===== src/sv/assert_macros.svh =====
// assertion helpers used by the queue top-level rtl file
// each macro is sampled on the rising edge of clk and is off while arst_n is low
`ifndef ASSERT_MACROS_SVH
`define ASSERT_MACROS_SVH

// property that must hold at every edge
`define ASSERT_ALWAYS(label, prop, msg) \
	label: assert property (@(posedge clk) disable iff (!arst_n) (prop)) else $error(msg);

// implication to the next edge
`define ASSERT_NEXT(label, ante, cons, msg) \
	label: assert property (@(posedge clk) disable iff (!arst_n) (ante) |=> (cons)) \
		else $error(msg);

`endif


===== src/sv/mhpq_pkg.sv =====
`timescale 1ns / 1ps
`default_nettype none
// ----------------------------------------------------------------------------
// mhpq_pkg: shared types and constants of the multikey priority queue
// Entry layout, key order, request and status codes, cell control group.
// ----------------------------------------------------------------------------
package mhpq_pkg;

	// number of entries the queue holds
	localparam int CAPACITY = 64;
	// width of the fill count, wide enough to hold CAPACITY itself
	localparam int CNT_W = $clog2(CAPACITY + 1);
	// width of the reported entry count
	localparam int OUT_CNT_W = 7;

	// request kinds
	localparam logic REQ_INSERT = 1'b0;
	localparam logic REQ_SERVE  = 1'b1;

	// result status codes
	typedef enum logic [1:0] {
		ST_INSERTED = 2'd0,
		ST_SERVED   = 2'd1,
		ST_EMPTY    = 2'd2,
		ST_FULL     = 2'd3
	} status_t;

	// packed entry, urgency most significant
	typedef struct packed {
		logic [7:0]  urgency;
		logic [7:0]  age;
		logic [15:0] arr_order;
	} entry_t;

	// per-cycle command broadcast to every cell
	typedef struct packed {
		logic ins;
		logic srv;
	} cell_ctl_t;

	// true when a is served before b: higher urgency, then higher age,
	// then smaller arrival order
	function automatic logic ahead_of(entry_t a, entry_t b);
		logic [31:0] ka;
		logic [31:0] kb;
		ka = {a.urgency, a.age, ~a.arr_order};
		kb = {b.urgency, b.age, ~b.arr_order};
		return ka > kb;
	endfunction

endpackage
`default_nettype wire


===== src/sv/mhpq_cell.sv =====
`timescale 1ns / 1ps
`default_nettype none
// ----------------------------------------------------------------------------
// mhpq_cell: one slot of the sorted queue
// Holds one entry; on insert it keeps, takes the new entry or takes its left
// neighbor's entry; on serve it takes its right neighbor's entry.
// ----------------------------------------------------------------------------
module mhpq_cell (
	input  wire                   clk,
	input  mhpq_pkg::cell_ctl_t   ctl,
	input  wire                   valid,       // slot lies below the fill count
	input  mhpq_pkg::entry_t      new_entry,   // entry being inserted
	input  mhpq_pkg::entry_t      prev_entry,  // left neighbor, nearer the head
	input  wire                   prev_stays,  // left neighbor keeps its entry
	input  mhpq_pkg::entry_t      next_entry,  // right neighbor, nearer the tail
	output mhpq_pkg::entry_t      entry,
	output logic                  stays
);

	mhpq_pkg::entry_t entry_q;

	// own entry is at least as far ahead as the new one
	assign stays = valid && !mhpq_pkg::ahead_of(new_entry, entry_q);
	assign entry = entry_q;

	// insert opens a gap at the first cell that does not stay, serve shifts
	// toward the head
	always_ff @(posedge clk) begin
		if (ctl.ins) begin
			if (!stays) begin
				entry_q <= prev_stays ? new_entry : prev_entry;
			end
		end else if (ctl.srv) begin
			entry_q <= next_entry;
		end
	end

endmodule
`default_nettype wire


===== config.mk =====
export PLATFORM = sky130hd
export DESIGN_NAME = mhpq_cell
export DESIGN_NICKNAME = d
export VERILOG_FILES = /design/src/sv/assert_macros.svh /design/src/sv/mhpq_pkg.sv /design/src/sv/mhpq_cell.sv
export SDC_FILE = /design/constraint.sdc
export NUM_CORES = 1
export LEC_CHECK = 0
export CAP_MARGIN = 40
export CORE_AREA = 4 4 75 77
export DETAILED_ROUTE_END_ITERATION = 7
export DIE_AREA = 0 0 79 81
export DONT_BUFFER_PORTS = 1
export GPL_TIMING_DRIVEN = 1
export PLACE_DENSITY = 0.68
export SYNTH_ARGS = -nofsm -noshare
export SYNTH_HDL_FRONTEND = slang
export SYNTH_SLANG_ARGS = --single-unit
export TNS_END_PERCENT = 5

===== constraint.sdc =====
create_clock -name clk -period 5.9 [get_ports clk]
set_input_delay 0.295 -clock clk [delete_from_list [all_inputs] [get_ports clk]]
set_output_delay 0.295 -clock clk [all_outputs]
set_load 0.03 [all_outputs]

Word level (Yosys, flattened, before mapping)
Index checks and enable logic that the tools add are counted.

$lt $le $gt $ge: 1. Equality and inequality tests: 1. Multiplexer cells: 4. Bitwise operators: 2. Reductions and logical operators: 4.

Operator list (count): 32-bit two-way mux (4); 32-bit greater-than comparator (1); 16-bit NOT (2); 2-bit != test (second input constant) (1); 2-bit AND reduction (1); 2-bit nonzero test (1); 1-bit logical AND (1); 1-bit logical NOT (1).

Register bits: 32. Input port bits: 101. Output and inout bits: 33.

Logic depth before layout (Yosys ltp)
Depth in word-level cells: 6. Mapped depth: 7. Gate-level depth less buffers: 7.

Worst setup path after synthesis
Ideal clock, no wire load.

Kind: reg-to-reg. Start: register entry_q, in the netlist entry[14]. End: register entry_q, in the netlist entry[0] (enable). Data arrival time: 2412 ps. Required time: 5524 ps. Slack: 3112 ps. Stages on the path, launching flop included: 7. Cell sequence: edfxtp_1 > ha_1 > nand4_1 > or4_1 > a21o_1 > a31oi_2 > o31a_2.

Cells in the longest elaborated chain, start to end: 6.

Ends and longest elaborated chain: from (decl) (line mhpq_cell.sv:20) `mhpq_pkg::entry_t entry_q;`; from (signal assigned) (line mhpq_cell.sv:31) `entry_q <= prev_stays ? new_entry : prev_entry;`; from (signal assigned) (line mhpq_cell.sv:34) `entry_q <= next_entry;`; 16-bit NOT (line mhpq_pkg.sv:47) `kb = {b.urgency, b.age, ~b.arr_order};`; 32-bit greater-than comparator (line mhpq_pkg.sv:48) `return ka > kb;`; 1-bit logical NOT (line mhpq_cell.sv:23) `assign stays = valid && !mhpq_pkg::ahead_of(new_entry, entry_q);`; 1-bit logical AND (line mhpq_cell.sv:23); 2-bit != test (no source line); 2-bit AND reduction (no source line).

Every way passes these cells. A chain may end at the register's enable or synchronous reset.

Worst setup path in the final report
Start: register entry_q, in the netlist entry[14]. End: register entry_q, in the netlist entry[6] (enable).

Same word-level chain as after synthesis.

==> summary by stage <==
Timing
The final count of hold timing violations is 0. The largest clock skew in the final design is ~0.0069 ns. The transition time of the tightest slew-check pin is 0.8297 ns. The setup TNS is 0 ns. In the finished design, the share of the clock period the worst path needs comes to a little over half. Based on the critical path, the design can be clocked at up to roughly 320 MHz. The number of max-slew violations in the final report is 0.

The worst pin sits at a relative slew slack of between 40 and 50%. Setup violations remaining at the end of the flow were counted as 0. Setup repair after global routing left no endpoint under its margin. The final critical delay including setup and external delays is between 3 and 4 ns.

Floorplan
The area of the placeable core is 5010 um2. For this design the top-level I/O count stands at between 100 and 150. In this run the core area contains 26 standard-cell rows.

The vertical die dimension is between 80 and 90 um. The initial utilization of the core area, before any placement, comes to between 40% and 50%. The die covers around 6400 um2. The horizontal die dimension is about 80 um.

Critical path
The launching point of the worst reg2reg path is entry[14]. For the worst setup path, the data required time is roughly 5.8 ns. The sort of element at the start of the critical path is a flop. The maximum fanout along the worst path is 32. The capturing element type of the critical path is a flop.

STA puts the critical path data arrival time at 3.05 ns. In this run the worst setup path begins at entry[14]. By startpoint and endpoint, the worst setup path is classified as flop to flop.

Flow run
The tool flagged a number of max-cap violations equal to 0.

Layout
The final non-filler cell area is approximately 2600 um2. The total of fill cells in the finished design is 483. The synthesis-to-layout area growth is 5.215%. The register with the most flip-flops in the layout has 32 of them.

The final non-filler cell total is about 330. The layout cell share with drive strength beyond 1 is between 3 and 4%. The number of nets at the end of the flow is about 400. The number of antenna diodes in the final layout is 0.

Synth
The average instance in the mapped netlist occupies between 9 and 10 um2. The synthesized netlist occupies a cell area of ~2400 um2. The sequential fraction of the synthesis area is a little under 40%. Yosys printed 0 warnings.

In this run, distinct cell masters in the synthesized netlist total 25. Counting every net in the synthesized netlist gives ~390. The post-synthesis cell count is 260.

The synthesized design contains 32 register bits.

Power and ir drop
The cell leakage power is 1.166 nW. The internal portion of total power is around 0.00042 W. For this design the total switching power over the nets is a little over 0.0002 W. The clock network is responsible for about a quarter of the overall power. The share of total power dissipated in sequential elements is between 50% and 60%. The maximum resistive drop on vdd is 110.9 uV.

Of the total power, combinational logic draws between 10% and 20%. The power per unit of standard cell area is 241.2 nW/um2. In this run switching power makes up 32.66% of total power.

CTS
The number of clock sinks is 32. The clock tree buffer depth is 2. Clock latency on the worst-skew pair, taken at its later pin, is roughly 0.28 ns. The root buffer cell chosen for the clock tree is sky130_fd_sc_hd__clkbuf_8. The number of setup buffers added after CTS is 0. CTS built an H-tree with a depth of 2. The number of hold buffers added after cts is 0. TritonCTS built the clock tree. The clock transition at the registers of the reported paths is approximately 0.070 ns. Buffers inserted during clock tree synthesis total 5.

The post-cts sizing count is 0.

Placement
The number of input and output port buffers inserted is 0. In this run, placement finished with an instance count of 320. The wire-length estimate of the detail-placed layout is 4.450 mm.

The total cell area at the placement stage is approximately 2500 um2. The congestion estimate from routability-driven global placement came to 0.7177.

Global route
The via count of the first global-routing pass came to about 1,900. Global routing used 17.52% of the available tracks across all layers. The number of antenna violations at the first check in global routing is 0. The global-route congestion overflow total is 0.

The maximum number of pins on one net before global-route repair is 68. The first global-routing pass estimated 8.680 mm of wire.

Detailed routing
In this run the remaining antenna-violating nets after routing total 0. The total vias in the final route is approximately 1,900. The number of detailed-routing iterations run before antenna repair is 4. The post-detailed-route wirelength per cell is 17.14 um. Wires add up to roughly 5.6 mm.

The violation count after the first detailed-routing iteration is 43. In the routed design, unresolved DRC markers number 0. Dividing the detail-routed via count by the number of cells gives between 5 and 6.

Worst hold path
The classification of the worst-slack hold path is primary input to flop. The hold path startpoint is ctl[1].

Status
The flow ran to the end, and the final reports show no timing, DRC or antenna violations.
[critical path: stages, from the launching register on]
cell                       delay (ns)
sky130_fd_sc_hd__edfxtp_1        0.55
sky130_fd_sc_hd__ha_1            0.38
sky130_fd_sc_hd__nand4_1         0.14
sky130_fd_sc_hd__or4_1           0.59
sky130_fd_sc_hd__a21o_1          0.19
sky130_fd_sc_hd__a31oi_2         0.19
sky130_fd_sc_hd__o31a_2          0.72
[cell usage after synthesis]
cell type                  number  share of area, %
sky130_fd_sc_hd__edfxtp_1      32                39
sky130_fd_sc_hd__o31a_2         1              0.41
sky130_fd_sc_hd__ha_1          32                16
sky130_fd_sc_hd__a41oi_1        1              0.36
sky130_fd_sc_hd__o211ai_1       1              0.31
sky130_fd_sc_hd__nand2b_1       2              0.51
sky130_fd_sc_hd__a221oi_1       2              0.72
sky130_fd_sc_hd__nand2_1        9               1.4
sky130_fd_sc_hd__nor2b_1        1              0.26
sky130_fd_sc_hd__nand3b_1       1              0.31
sky130_fd_sc_hd__or4_1          2              0.61
sky130_fd_sc_hd__nand3_1        3              0.61
sky130_fd_sc_hd__a21oi_1       44               9.0
sky130_fd_sc_hd__buf_1          2              0.31
sky130_fd_sc_hd__o21ai_0        6               1.2
sky130_fd_sc_hd__a21o_1         1              0.31
sky130_fd_sc_hd__a31oi_1        1              0.26
sky130_fd_sc_hd__mux2i_1       32                13
sky130_fd_sc_hd__buf_2          3              0.61
sky130_fd_sc_hd__nand4_1        8               2.0
sky130_fd_sc_hd__clkbuf_1       6              0.92
sky130_fd_sc_hd__inv_1         33               5.1
sky130_fd_sc_hd__nor3_1         1              0.20
sky130_fd_sc_hd__a31oi_2        1              0.51
sky130_fd_sc_hd__nor2_1        35               5.4
[power by group through the flow]
stage	clock network (W)	logic [W]	registers, W
CTS	0.000166	0.000116	0.000347
global placement	0	0.000111	0.000351
finish	0.000162	0.000113	0.000346
floorplan	0	0.000102	0.000345
global route	0.000179	0.000134	0.000349
detailed placement	0	0.000116	0.000352
[metal layers]
| metal | routed length, um | vias up | part of all wire [%] | global-route usage (%) |
|---|---|---|---|---|
| met5 | 0 | - | 0 | 0 |
| met4 | 61 | 0 | 1.1 | 5.155 |
| met3 | 588 | 6 | 10 | 7.206 |
| met2 | 2934 | 85 | 52 | 31.90 |
| met1 | 2037 | 841 | 36 | 18.59 |
| li1 | - | 925 | - | - |
[worst paths after layout]
path               endpoint  slack [ns]  cells past startpoint
setup / recovery   entry[6]        2.75                      6
hold / removal    entry[29]        0.22                      1
setup reg to reg   entry[6]        2.75                      6
hold reg to reg   entry[24]        1.81                      5
[layout make-up]
class	count	area, um2	area share, %
clock buffer	7	76.32	2.964
clock inverter	1	3.754	0.1458
inverter	33	123.9	4.811
multi-input combinational	184	1318	51.17
sequential	32	960.9	37.32
tap	70	87.58	3.401
timing repair buffer	1	5.005	0.1944
[logic make-up after synthesis]
group | Yosys count | synth area share (%)
AO/OA/AOI/OAI | 58 | 13.09
multiplexers | 32 | 13.09
buffers and inverters | 44 | 6.902
adder cells (fa/ha/maj) | 32 | 16.36
flip-flops | 32 | 39.26
AND/OR/NAND/NOR | 62 | 11.30
[stage by stage]
stage	setup WS [ns]	power, W	hold slack (ns)	util (%)
after floorplan	3.112	0.0004470	0.5206	-
after global placement	2.796	0.0004621	0.5090	49.70
after detailed placement	2.742	0.0004677	0.5124	49.80
after CTS	2.714	0.0006289	0.2093	51.40
after global routing	2.601	0.0006624	0.2097	51.40
final	2.753	0.0006211	0.2216	51.40
[placed cells by master, fill, tap and decap left out, types with 3 or more instances in the layout]
| cell | instances |
|---|---|
| sky130_fd_sc_hd__inv_1 | 33 |
| sky130_fd_sc_hd__o21ai_0 | 6 |
| sky130_fd_sc_hd__nand2_1 | 9 |
| sky130_fd_sc_hd__clkbuf_8 | 5 |
| sky130_fd_sc_hd__a21oi_1 | 44 |
| sky130_fd_sc_hd__nor2_1 | 35 |
| sky130_fd_sc_hd__nand4_1 | 8 |
| sky130_fd_sc_hd__nand3_1 | 3 |
| sky130_fd_sc_hd__mux2i_1 | 32 |
| sky130_fd_sc_hd__edfxtp_1 | 32 |
| sky130_fd_sc_hd__ha_1 | 32 |
(Power assumes the default switching activity.)
